### src/rtl/core/hmms_pkg.sv
// shared types, constants and helpers for the mouse motion smoother
// no dependencies
package hmms_pkg;

   localparam int TICK_MS_DEFAULT      = 20;
   localparam int BUTTON_COUNT_DEFAULT = 3;

   localparam int AXIS_COUNT = 3;
   localparam int AXIS_W     = 32;
   localparam int DELTA_W    = 16;
   localparam int DUR_W      = 16;
   localparam int MASK_W     = 3;
   localparam int EVENT_W    = 2;
   localparam int KIND_W     = 2;
   localparam int STEP_W     = 8;
   localparam int PHASE_W    = 8;
   localparam int QUO_W      = 7;
   localparam int QBIT_W     = $clog2(QUO_W);
   localparam int REM_W      = DUR_W + QUO_W;

   localparam logic [STEP_W-1:0] RATE_MAX = 8'd127;

   // input tdata layout
   localparam int DX_LSB    = 0;
   localparam int DY_LSB    = DX_LSB + DELTA_W;
   localparam int DUR_LSB   = DY_LSB + DELTA_W;
   localparam int MASK_LSB  = DUR_LSB + DUR_W;
   localparam int EVENT_LSB = MASK_LSB + MASK_W;
   localparam int REQ_USED_W   = EVENT_LSB + EVENT_W;
   localparam int REQ_TDATA_W  = ((REQ_USED_W + 7) / 8) * 8;

   // result tdata layout
   localparam int RSP_USED_W   = MASK_W + 3 * STEP_W;
   localparam int RSP_TDATA_W  = ((RSP_USED_W + 7) / 8) * 8;
   localparam int RSP_PAD_W    = RSP_TDATA_W - RSP_USED_W;

   localparam logic [1:0] AXIS_X     = 2'd0;
   localparam logic [1:0] AXIS_Y     = 2'd1;
   localparam logic [1:0] AXIS_WHEEL = 2'd2;

   // button phase codes and timings
   localparam logic [PHASE_W-1:0] PH_OFF         = 8'd0;
   localparam logic [PHASE_W-1:0] PH_HELD        = 8'hff;
   localparam logic [PHASE_W-1:0] PH_CLICK_START = 8'd1;
   localparam logic [PHASE_W-1:0] PH_DBL_START   = 8'd50;
   localparam int CLICK_MS        = 100;
   localparam int DBL_GAP_MS      = 100;
   localparam int DBL_GAP_DONE_MS = 250;
   localparam int DBL_DONE_MS     = 350;

   typedef enum logic [KIND_W-1:0] {
      REQ_TICK    = 2'd0,
      REQ_MOVE    = 2'd1,
      REQ_WHEEL   = 2'd2,
      REQ_BUTTONS = 2'd3
   } req_kind_type;

   typedef enum logic [EVENT_W-1:0] {
      EV_UP     = 2'd0,
      EV_DOWN   = 2'd1,
      EV_CLICK  = 2'd2,
      EV_DOUBLE = 2'd3
   } btn_event_type;

   typedef struct packed {
      logic capture;
      logic tick;
      logic set_buttons;
      logic add;
      logic mul;
      logic check;
      logic div;
      logic rate;
   } hmms_cmd_type;

   typedef struct packed {
      logic out_busy;
      logic div_last;
      logic more_axes;
   } hmms_status_type;

   function automatic logic [PHASE_W-1:0] event_phase(input btn_event_type ev);
      logic [PHASE_W-1:0] ph;
      unique case (ev)
         EV_UP:     ph = PH_OFF;
         EV_DOWN:   ph = PH_HELD;
         EV_CLICK:  ph = PH_CLICK_START;
         EV_DOUBLE: ph = PH_DBL_START;
      endcase
      return ph;
   endfunction

endpackage

### src/rtl/core/hid_mouse_motion_smoother_top.sv
// top level of the mouse motion smoother: controller plus datapath
// depends on hmms_pkg, hmms_ctrl, hmms_datapath
//
// channel  dir  tdata (low bit up)                                   tuser
// req_     in   delta_x[15:0] delta_y[31:16] duration[47:32]         req_type[1:0]
//               button_mask[50:48] button_event[52:51] zero[55:53]
// rsp_     out  pressed_buttons[2:0] move_x[10:3] move_y[18:11]      -
//               wheel_step[26:19] zero[31:27]
//
// one item at a time: requests are taken only in the idle state; a move loads x then y
// axis loads are set by the 7-step restoring divider
// a tick waits only while a previous result is still held by rsp_tready low
// synchronous reset clears targets, rates, button phases and the result slot
module hid_mouse_motion_smoother_top
   import hmms_pkg::*;
#(
   parameter int TICK_MS      = TICK_MS_DEFAULT,
   parameter int BUTTON_COUNT = BUTTON_COUNT_DEFAULT
) (
   input  logic                   clock,
   input  logic                   reset,
   input  logic                   req_tvalid,
   output logic                   req_tready,
   input  logic [REQ_TDATA_W-1:0] req_tdata,  // delta_x, delta_y, duration, button_mask, button_event
   input  logic [KIND_W-1:0]      req_tuser,  // req_type
   output logic                   rsp_tvalid,
   input  logic                   rsp_tready,
   output logic [RSP_TDATA_W-1:0] rsp_tdata   // pressed_buttons, move_x, move_y, wheel_step
);

   hmms_cmd_type    cmd;
   hmms_status_type status;

   hmms_ctrl u_ctrl (
      .clock      (clock),
      .reset      (reset),
      .req_tvalid (req_tvalid),
      .req_tready (req_tready),
      .req_tuser  (req_tuser),
      .cmd        (cmd),
      .status     (status)
   );

   hmms_datapath #(
      .TICK_MS      (TICK_MS),
      .BUTTON_COUNT (BUTTON_COUNT)
   ) u_datapath (
      .clock      (clock),
      .reset      (reset),
      .req_tdata  (req_tdata),
      .req_tuser  (req_tuser),
      .cmd        (cmd),
      .status     (status),
      .rsp_tvalid (rsp_tvalid),
      .rsp_tready (rsp_tready),
      .rsp_tdata  (rsp_tdata)
   );

endmodule

### src/rtl/core/hmms_datapath.sv
// datapath: axis targets and rates, shared restoring divider, button phases,
// result register; depends on hmms_pkg
module hmms_datapath
   import hmms_pkg::*;
#(
   parameter int TICK_MS      = TICK_MS_DEFAULT,
   parameter int BUTTON_COUNT = BUTTON_COUNT_DEFAULT
) (
   input  logic                   clock,
   input  logic                   reset,
   input  logic [REQ_TDATA_W-1:0] req_tdata,
   input  logic [KIND_W-1:0]      req_tuser,
   input  hmms_cmd_type           cmd,
   output hmms_status_type        status,
   output logic                   rsp_tvalid,
   input  logic                   rsp_tready,
   output logic [RSP_TDATA_W-1:0] rsp_tdata
);

   localparam int TICK_W   = $clog2(TICK_MS + 1);
   localparam int PROD_W   = AXIS_W + TICK_W;
   localparam int BTN_USED = (BUTTON_COUNT < MASK_W) ? BUTTON_COUNT : MASK_W;
   localparam logic [TICK_W-1:0] TICK_LIT = TICK_W'(TICK_MS);

   localparam int PH_CLICK_DONE   = int'(PH_CLICK_START) + CLICK_MS / TICK_MS;
   localparam int PH_DBL_GAP      = int'(PH_DBL_START) + DBL_GAP_MS / TICK_MS;
   localparam int PH_DBL_GAP_DONE = int'(PH_DBL_START) + DBL_GAP_DONE_MS / TICK_MS;
   localparam int PH_DBL_DONE     = int'(PH_DBL_START) + DBL_DONE_MS / TICK_MS;

   // architectural state
   logic signed [AXIS_W-1:0] target_ff [AXIS_COUNT];
   logic signed [STEP_W-1:0] rate_ff   [AXIS_COUNT];
   logic [PHASE_W-1:0]       phase_ff  [BTN_USED];
   logic                     prior_zero_ff;
   logic                     rsp_valid_ff;
   logic [1:0]               axis_ff;
   logic [QBIT_W-1:0]        bit_ff;

   // captured command and divider payload
   req_kind_type             kind_ff;
   logic signed [DELTA_W-1:0] dx_ff;
   logic signed [DELTA_W-1:0] dy_ff;
   logic [DUR_W-1:0]         dur_ff;
   logic [MASK_W-1:0]        mask_ff;
   btn_event_type            event_ff;
   logic [PROD_W-1:0]        mag_ff;
   logic [QUO_W-1:0]         quo_ff;
   logic                     neg_ff;
   logic                     sat_ff;
   logic [RSP_TDATA_W-1:0]   rsp_data_ff;

   logic [DUR_W-1:0]         ms;
   logic signed [DELTA_W-1:0] delta;
   logic signed [AXIS_W-1:0] cur_target;
   logic [AXIS_W-1:0]        cur_abs;
   logic [REM_W-1:0]         rem;
   logic [REM_W-1:0]         trial;
   logic [STEP_W-1:0]        rate_mag;
   logic signed [STEP_W-1:0] rate_in;

   logic signed [STEP_W-1:0] step      [AXIS_COUNT];
   logic signed [AXIS_W-1:0] target_in [AXIS_COUNT];
   logic [PHASE_W-1:0]       phase_in  [BTN_USED];
   logic [MASK_W-1:0]        pressed;
   logic                     report_zero;
   logic                     emit;

   always_comb begin
      ms         = (dur_ff == '0) ? DUR_W'(1) : dur_ff;
      delta      = (axis_ff == AXIS_X) ? dx_ff : dy_ff;
      cur_target = target_ff[axis_ff];
      cur_abs    = cur_target[AXIS_W-1] ? (~cur_target + AXIS_W'(1)) : cur_target;
      rem        = mag_ff[REM_W-1:0];
      trial      = REM_W'(ms) << bit_ff;
      rate_mag   = sat_ff ? RATE_MAX : {1'b0, quo_ff};
      rate_in    = neg_ff ? -rate_mag : rate_mag;
   end

   // per-tick axis steps, no overshoot
   always_comb begin
      logic [AXIS_W-1:0] t_abs;
      logic [STEP_W-1:0] s_abs;
      for (int a = 0; a < AXIS_COUNT; a++) begin
         t_abs = target_ff[a][AXIS_W-1] ? (~target_ff[a] + AXIS_W'(1)) : target_ff[a];
         s_abs = rate_ff[a][STEP_W-1] ? (~rate_ff[a] + STEP_W'(1)) : rate_ff[a];
         step[a] = (t_abs < AXIS_W'(s_abs)) ? target_ff[a][STEP_W-1:0] : rate_ff[a];
         target_in[a] = target_ff[a] - {{(AXIS_W-STEP_W){step[a][STEP_W-1]}}, step[a]};
      end
   end

   // button report and phase advance
   always_comb begin
      int p;
      pressed = '0;
      for (int i = 0; i < BTN_USED; i++) begin
         p = int'(phase_ff[i]);
         pressed[i] = (phase_ff[i] != PH_OFF) && !(p >= PH_DBL_GAP && p < PH_DBL_GAP_DONE);
         if (phase_ff[i] == PH_OFF || p == PH_CLICK_DONE || p == PH_DBL_DONE) begin
            phase_in[i] = PH_OFF;
         end else if (phase_ff[i] == PH_HELD) begin
            phase_in[i] = PH_HELD;
         end else begin
            phase_in[i] = phase_ff[i] + PHASE_W'(1);
         end
      end
      report_zero = (pressed == '0) && (step[0] == '0) && (step[1] == '0) && (step[2] == '0);
      emit = !(report_zero && prior_zero_ff);
   end

   always_ff @(posedge clock) begin
      if (reset) begin
         for (int a = 0; a < AXIS_COUNT; a++) begin
            target_ff[a] <= '0;
            rate_ff[a]   <= '0;
         end
         for (int i = 0; i < BTN_USED; i++) begin
            phase_ff[i] <= PH_OFF;
         end
         prior_zero_ff <= 1'b0;
         rsp_valid_ff  <= 1'b0;
         axis_ff       <= AXIS_X;
         bit_ff        <= '0;
      end else begin
         if (cmd.tick && emit) begin
            rsp_valid_ff <= 1'b1;
         end else if (rsp_valid_ff && rsp_tready) begin
            rsp_valid_ff <= 1'b0;
         end
         if (cmd.capture) begin
            axis_ff <= (req_kind_type'(req_tuser) == REQ_WHEEL) ? AXIS_WHEEL : AXIS_X;
         end
         if (cmd.tick) begin
            for (int a = 0; a < AXIS_COUNT; a++) begin
               target_ff[a] <= target_in[a];
            end
            for (int i = 0; i < BTN_USED; i++) begin
               phase_ff[i] <= phase_in[i];
            end
            if (emit) begin
               prior_zero_ff <= report_zero;
            end
         end
         if (cmd.set_buttons) begin
            for (int i = 0; i < BTN_USED; i++) begin
               if (mask_ff[i]) begin
                  phase_ff[i] <= event_phase(event_ff);
               end
            end
         end
         if (cmd.add) begin
            target_ff[axis_ff] <= cur_target + {{(AXIS_W-DELTA_W){delta[DELTA_W-1]}}, delta};
         end
         if (cmd.check) begin
            bit_ff <= QBIT_W'(QUO_W - 1);
         end
         if (cmd.div) begin
            bit_ff <= bit_ff - QBIT_W'(1);
         end
         if (cmd.rate) begin
            rate_ff[axis_ff] <= rate_in;
            if (status.more_axes) begin
               axis_ff <= AXIS_Y;
            end
         end
      end
   end

   always_ff @(posedge clock) begin
      if (cmd.capture) begin
         kind_ff  <= req_kind_type'(req_tuser);
         dx_ff    <= req_tdata[DX_LSB +: DELTA_W];
         dy_ff    <= req_tdata[DY_LSB +: DELTA_W];
         dur_ff   <= req_tdata[DUR_LSB +: DUR_W];
         mask_ff  <= req_tdata[MASK_LSB +: MASK_W];
         event_ff <= btn_event_type'(req_tdata[EVENT_LSB +: EVENT_W]);
      end
      if (cmd.mul) begin
         neg_ff <= cur_target[AXIS_W-1];
         mag_ff <= {{TICK_W{1'b0}}, cur_abs} * {{AXIS_W{1'b0}}, TICK_LIT};
      end
      if (cmd.check) begin
         sat_ff <= mag_ff >= PROD_W'({ms, {QUO_W{1'b0}}});
         quo_ff <= '0;
      end
      if (cmd.div && (rem >= trial)) begin
         mag_ff <= PROD_W'(rem - trial);
         quo_ff[bit_ff] <= 1'b1;
      end
      if (cmd.tick && emit) begin
         rsp_data_ff <= {{RSP_PAD_W{1'b0}}, step[2], step[1], step[0], pressed};
      end
   end

   assign status.out_busy  = rsp_valid_ff && !rsp_tready;
   assign status.div_last  = (bit_ff == '0);
   assign status.more_axes = (kind_ff == REQ_MOVE) && (axis_ff == AXIS_X);

   assign rsp_tvalid = rsp_valid_ff;
   assign rsp_tdata  = rsp_data_ff;

endmodule

### src/rtl/core/hmms_ctrl.sv
// controller state machine sequencing ticks, button loads and axis rate loads
// depends on hmms_pkg
module hmms_ctrl
   import hmms_pkg::*;
(
   input  logic            clock,
   input  logic            reset,
   input  logic            req_tvalid,
   output logic            req_tready,
   input  logic [KIND_W-1:0] req_tuser,
   output hmms_cmd_type    cmd,
   input  hmms_status_type status
);

   typedef enum logic [2:0] {
      S_IDLE,
      S_TICK,
      S_BTN,
      S_ADD,
      S_MUL,
      S_CHECK,
      S_DIV,
      S_RATE
   } state_type;

   state_type state_ff;
   state_type state_in;

   always_comb begin
      state_in   = state_ff;
      cmd        = '0;
      req_tready = (state_ff == S_IDLE);
      unique case (state_ff)
         S_IDLE: begin
            if (req_tvalid) begin
               cmd.capture = 1'b1;
               unique case (req_kind_type'(req_tuser))
                  REQ_TICK:              state_in = S_TICK;
                  REQ_MOVE, REQ_WHEEL:   state_in = S_ADD;
                  REQ_BUTTONS:           state_in = S_BTN;
               endcase
            end
         end
         S_TICK: begin
            if (!status.out_busy) begin
               cmd.tick = 1'b1;
               state_in = S_IDLE;
            end
         end
         S_BTN: begin
            cmd.set_buttons = 1'b1;
            state_in        = S_IDLE;
         end
         S_ADD: begin
            cmd.add  = 1'b1;
            state_in = S_MUL;
         end
         S_MUL: begin
            cmd.mul  = 1'b1;
            state_in = S_CHECK;
         end
         S_CHECK: begin
            cmd.check = 1'b1;
            state_in  = S_DIV;
         end
         S_DIV: begin
            cmd.div = 1'b1;
            if (status.div_last) begin
               state_in = S_RATE;
            end
         end
         S_RATE: begin
            cmd.rate = 1'b1;
            state_in = status.more_axes ? S_ADD : S_IDLE;
         end
      endcase
   end

   always_ff @(posedge clock) begin
      if (reset) begin
         state_ff <= S_IDLE;
      end else begin
         state_ff <= state_in;
      end
   end

endmodule

### config.mk
export PLATFORM = sky130hd
export DESIGN_NAME = hid_mouse_motion_smoother_top
export DESIGN_NICKNAME = d
export VERILOG_FILES = /design/src/rtl/core/hmms_pkg.sv /design/src/rtl/core/hid_mouse_motion_smoother_top.sv /design/src/rtl/core/hmms_datapath.sv /design/src/rtl/core/hmms_ctrl.sv
export SDC_FILE = /design/constraint.sdc
export NUM_CORES = 1
export LEC_CHECK = 0
export BUFFER_PORTS_ARGS = -buffer_cell sky130_fd_sc_hd__buf_4
export CORE_UTILIZATION = 53
export DETAILED_ROUTE_END_ITERATION = 10
export MAX_ROUTING_LAYER = met4
export PLACE_DENSITY = 0.69
export SETUP_SLACK_MARGIN = 0.02
export SLEW_MARGIN = 0
export SYNTH_ARGS = -nofsm -noshare
export SYNTH_HDL_FRONTEND = slang
export SYNTH_SLANG_ARGS = --single-unit
### constraint.sdc
create_clock -name clock -period 12.5 [get_ports clock]
set_clock_uncertainty 0.05 [all_clocks]
set_input_delay 0 -clock clock [delete_from_list [all_inputs] [get_ports clock]]
set_output_delay 0 -clock clock [all_outputs]
set_load 0.03 [all_outputs]
# --- Word level (Yosys, flattened, before mapping) ---
# Memory sizes are Yosys's and may differ from the RTL's. A register that Yosys moved wholly into a read port is not among the register bits.
# Index checks and enable logic that the tools add are counted.
op_classes:
  reduce_logical: 51
  bitwise: 18
  magnitude_cmp: 13
  eq_ne: 26
  muxes: 99
  n_shift: 1
  n_addsub: 17
  n_mul: 1
op_table:
  columns: ["op", "n"]
  rows:
  - ["$mux W32", 8]
  - ["$mux W8", 29]
  - ["$add A32 B2 Y32 const B", 4]
  - ["$not A32 Y32", 4]
  - ["$lt A32 B8 Y1", 3]
  - ["$sub A32 B32 Y32", 3]
  - ["$mux W37", 2]
  - ["$eq A8 B8 Y1 const B", 6]
  - ["$logic_not A8 Y1", 6]
  - ["$mux W1", 38]
  - ["$ge A37 B23 Y1", 1]
  - ["$mul A32 B3 Y35 const B", 1]
  - ["$add A32 B32 Y32", 1]
  - ["$mux W16", 2]
  - ["$pmux W8 S4", 1]
  - ["$reduce_or A32 Y1", 1]
  - ["$add A8 B1 Y8 const B", 3]
  - ["$add A8 B2 Y8 const B", 3]
  - ["$eq A8 B4 Y1 const B", 3]
  - ["$ge A8 B6 Y1 const B", 3]
  - ["$lt A8 B6 Y1 const B", 3]
  - ["$not A8 Y8", 3]
  - ["$pmux W3 S8", 1]
  - ["$reduce_bool A8 Y1", 3]
  - ["other kinds (32)", 94]
word_totals:
  mem_count: 3
  ff_bits: 138
  output_inout_bits: 34
  inputBits: 62
  ramBits: 144
  elab_cells: 245
mem_list:
  columns: ["memory", "depth", "width", "read_ports", "rd_clocked_by_memory_dff", "write_ports", "line", "text"]
  rows:
  - ["u_datapath.target_ff", 3, 32, 4, 1, 3, "hmms_datapath.sv:31", "logic signed [AXIS_W-1:0] target_ff [AXIS_COUNT];"]
  - ["u_datapath.phase_ff", 3, 8, 3, 0, 3, "hmms_datapath.sv:33", "logic [PHASE_W-1:0] phase_ff [BTN_USED];"]
  - ["u_datapath.rate_ff", 3, 8, 3, 0, 3, "hmms_datapath.sv:32", "logic signed [STEP_W-1:0] rate_ff [AXIS_COUNT];"]

# --- Logic depth before layout (Yosys ltp) ---
# An unclocked memory read counts as a cell.
logic_depth:
  ltp_word: 14
  mapped_depth: 32
  depth_no_buf: 29

# --- Cells and area by module ---
# Synthesis repeated with hierarchy kept, for this count alone.
unflattened:
  cells_unflattened: 3114
  hier_area_um2: 28228.3
modules_own_cells:
  columns: ["module", "area_each_um2", "seq_area_each_um2", "cells_per_inst", "instances"]
  rows:
  - ["hmms_datapath", 27969.3, 9198.8, 3078, 1]
  - ["hmms_ctrl", 259.0, 60.1, 36, 1]

# --- Least setup slack after synthesis ---
# Ideal clock, no wire load.
synth_path:
  path_type: "reg2reg"
  startpoint: "reg, netlist name u_datapath.axis_ff[0]"
  endpoint: "reg u_datapath.mag_ff[34], data pin"
  n_path_buf: 5
  required_ps: 12179
  setup_time_ps: 271
  stages_incl_launch_ff: 26
  arrival_ps: 6657
  setup_slack_ps: 5521
  cell_sequence: "dfxtp_1 > buf_1 > clkbuf_1 > buf_1 > clkbuf_1 > o211ai_1 > o21ai_1 > clkinv_1 > clkbuf_1 > o21ai_0 > xnor2_1 > ha_1 > ha_1 > a21o_1 > a21oi_1 > o21bai_1 > a2111oi_0 > o211ai_1 > a41oi_1 > nand4_1 > a31o_2 > a21oi_1 > o21ai_0 > a21oi_1 > xor2_1 > o21ai_0"
synth_lines:
  columns: ["item", "line", "text"]
  rows:
  - ["to (signal assigned)", "hmms_datapath.sv:179", "mag_ff <= {{TICK_W{1'b0}}, cur_abs} * {{AXIS_W{1'b0}}, TICK_LIT};"]
  - ["to (signal assigned)", "hmms_datapath.sv:186", "mag_ff <= PROD_W'(rem - trial);"]
  - ["to (decl)", "hmms_datapath.sv:46", "logic [PROD_W-1:0] mag_ff;"]

==> metrics <==
outcome completed; Final setup viols 0; io pins 96; final std cells w/o fill 3855; number of synthesized flops with an enable pin 297; die width 231.8 um; Initial Utilization 0.5414; gr ovfl total 0; Post-Synth Adder-Cell Area 0.09357; cell row count 83; register area share after synthesis 0.3307; Slew @ Worst Pin 1.336 ns; Synth Area in XOR/XNOR 0.07977; pin count of the biggest net entering global routing 71; critical path launch point u_datapath.target_ff[2][1]; CP max FO 12; WP data required 12.74 ns; largest family of logic cells by synthesized area simple AND/OR/NAND/NOR gates; # nets final 3412; DP Cell Count 3726; DRC 0; initial antenna violation count 1; Vias/cell 6.716; RSZ-0062 raised after global routing false; wire length per cell 24.72 um; Yosys cell types 101; max frequency 115.5 MHz; die area 53750 um2; worst setup path end u_datapath.target_ff[2][24]; gpl congestion 1.017; Most common cell on crit path a21oi_1; drt pass-1 iters 6; layout cells sized above 1 0.09357; FF-to-FF path depth 26; RR Endpoint u_datapath.target_ff[2][24]; CTS Buf Count 39; Post-Syn Area per Cell 8.994 um2; Slew Viols, Final 0; Hold Vio Cnt, Final 0; root buf cell clkbuf_16; crit path kind reg -> reg; core area 51720 um2; ys async rst share 0; fill count 4499; Total GRT Usage 0.3630; power density cells 250.1 nW/um2; YS warnings 0; Netlist Area Pre-Place 28000 um2; crit start category flip-flop; postcts setup bufs 0; Max-Cap Viols 0; # port buffers 87; CTS sink count 314; CTS tree done; Max IR drop VDD 0.1254 mV; WP data arrival 8.89 ns; first-pass GRT wire length 145.4 mm; vias in the first global route 24582; post-synthesis compound-gate area fraction 0.1843; CP Capture Type flip-flop; leakage 11.65 nW; reg2reg start u_datapath.target_ff[2][1]; H-tree depth 2; Relative slew margins 0.08602; Worst path max stage delay 1.21 ns; antenna-violating nets left 0; Simple-Gate Fraction of Synth Area 0.2047; synthesized instance count 3113; final WL 95.28 mm; setup TNS 0 ns; mux cell area share after synthesis 0.05961; initial DRC count 3424; clock input transition at the sequential cells of the worst setup and hold paths 0.06 ns; die height 231.8 um; Worst R2R Setup Slack 3.84 ns; via count 25889; Seq cells post-synth 314; final period utilization 0.6926; Worst-Skew Late Latency 0.57 ns; area growth from synthesis to layout 10.06%; clk buf depth 3; DP Wirelength 71.92 mm; slowest CP cell a2111oi_0; ys flop type edfxtp_1; Min-Delay Path Class in -> reg; minimum clock period 8.658 ns
## cell type report
type	count	area, um2	area share
multi-input combinational	2470	17440	0.5659
sequential	314	9260	0.3005
timing repair buffer	175	1459	0.04734
clock buffer	53	1091	0.03541
tap	680	850.8	0.02761
inverter	145	544.3	0.01766
clock inverter	17	170.2	0.005522
antenna	1	2.502	0.00008121
## stage by stage
stage | setup slack, ns | power [mW] | area [um2] | hold slack, ns | utilization
finish | 3.842 | 7.707 | 30820 | 0.09745 | 0.5959
global route | 3.336 | 8.205 | 30820 | 0.08609 | 0.5959
CTS | 4.146 | 7.614 | 30810 | 0.06896 | 0.5958
detailed placement | 4.192 | 6.431 | 28970 | 0.1293 | 0.5602
global placement | 4.229 | 6.330 | 28970 | 0.1287 | 0.5602
floorplan | 5.521 | 5.072 | 28010 | 0.04887 | -
## what timing repair did
item,4_1_cts,5_1_grt
endpoints found under the hold margin,65,0
gates resized for setup,0,0
hold buffers,58,0
## critical path, delay by kind of cell (launching register included)
kind / cells / cell delay (ns)
and+or+nand+nor: 9 / 2.94
AOI/OAI and AO/OA: 9 / 2.94
adders and majority gates: 3 / 0.98
DFF: 1 / 0.59
buffers and inverters: 2 / 0.35
xor gates and xnor gates: 2 / 0.33
muxes: 1 / 0.19
## placed cells by master, fill, tap and decap left out, drive strengths merged, types with 25 or more instances in the layout
| master | instances |
|---|---|
| or4 | 33 |
| mux2 | 28 |
| nand3 | 77 |
| xor2 | 91 |
| clkbuf | 53 |
| a31oi | 50 |
| o31ai | 25 |
| o21a | 26 |
| buf | 117 |
| ha | 199 |
| a21oi | 161 |
| nor2 | 242 |
| nor3 | 86 |
| nand2 | 260 |
| xnor2 | 164 |
| inv | 146 |
| o21ai | 230 |
| o22ai | 45 |
| nor2b | 30 |
| or3 | 38 |
| dlygate4sd3 | 58 |
| mux4 | 37 |
| a21o | 43 |
| and3 | 46 |
| edfxtp | 297 |
| mux2i | 52 |
| nor4 | 80 |
| and2 | 29 |
| nand4 | 57 |
| nand2b | 49 |
## worst min path at each step
stage	to	from	slack [ns]	cells after the start
after floorplan	u_datapath.dur_ff[0]	req_tdata[32]	0.05	0
after global placement	u_datapath.dur_ff[5]	req_tdata[37]	0.13	1
after detailed placement	u_datapath.dur_ff[9]	req_tdata[41]	0.13	1
after CTS	u_datapath.mask_ff[0]	req_tdata[48]	0.07	2
after global routing	u_datapath.event_ff[1]	req_tdata[52]	0.09	2
final	u_datapath.mask_ff[2]	req_tdata[50]	0.1	2
## routing by layer
metal | vias to the layer above | part of all wire | GRT usage
met5 | - | 0 | -
met4 | 0 | 0.046 | 0.1587
met3 | 242 | 0.098 | 0.05685
met2 | 1403 | 0.45 | 0.5461
met1 | 12451 | 0.41 | 0.4832
li1 | 11793 | - | -
## state kept, by name (all words and copies together), names as in the netlist, 2 cells and up
| name | count |
|---|---|
| u_datapath.rate_ff | 24 |
| u_datapath.event_ff | 2 |
| u_datapath.phase_ff | 24 |
| u_datapath.mask_ff | 3 |
| u_datapath.bit_ff | 3 |
| u_datapath.dy_ff | 16 |
| u_datapath.mag_ff | 37 |
| u_ctrl.state_ff | 3 |
| u_datapath.quo_ff | 7 |
| u_datapath.kind_ff | 2 |
| u_datapath.dur_ff | 16 |
| u_datapath.axis_ff | 2 |
| u_datapath.rsp_tdata | 27 |
| u_datapath.dx_ff | 16 |
| u_datapath.target_ff | 128 |
## synth_stat cells (13+ instances only)
cell type | number | area [um2]
buf_2 | 20 | 100.1
nand2b_1 | 49 | 306.5
and4_1 | 17 | 148.9
nand3_1 | 76 | 380.4
mux2_2 | 28 | 315.3
a211oi_1 | 17 | 127.6
o21a_1 | 26 | 195.2
and2_1 | 26 | 162.7
or3_1 | 38 | 237.7
o41ai_1 | 13 | 113.9
a21o_1 | 43 | 322.8
and3_1 | 46 | 287.8
clkbuf_1 | 146 | 548.0
nor4_1 | 69 | 431.7
a22o_1 | 13 | 113.9
or4_1 | 29 | 217.7
mux4_2 | 37 | 833.3
nor2b_1 | 30 | 187.7
nor2_1 | 240 | 900.9
o31ai_1 | 25 | 187.7
nor3_1 | 84 | 420.4
edfxtp_1 | 297 | 8919
o21ai_0 | 211 | 1056
xnor2_1 | 164 | 1436
o21ai_1 | 19 | 95.09
inv_1 | 140 | 525.5
dfxtp_1 | 17 | 340.3
nand2_1 | 259 | 972.2
a21oi_1 | 159 | 795.8
xor2_1 | 91 | 797.0
mux2i_1 | 52 | 520.5
nand4_1 | 57 | 356.6
o21bai_1 | 15 | 112.6
o22ai_1 | 45 | 281.5
ha_1 | 199 | 2490
a31oi_1 | 50 | 312.8
## logic make-up after synthesis
family / Yosys count
simple gates: 1094
compound gates: 793
buf+inv: 333
flops: 314
xor+xnor: 255
fa+ha+maj: 206
mux: 117
other cells: 1
## power by group
group,internal (mW),leakage [nW],switching [mW]
Combinational,1.69,7.98,2.77
Sequential,1.59,3.07,0.519
Clock,0.659,0.595,0.474
Total,3.94,11.6,3.77
(Power assumes the default switching activity.)
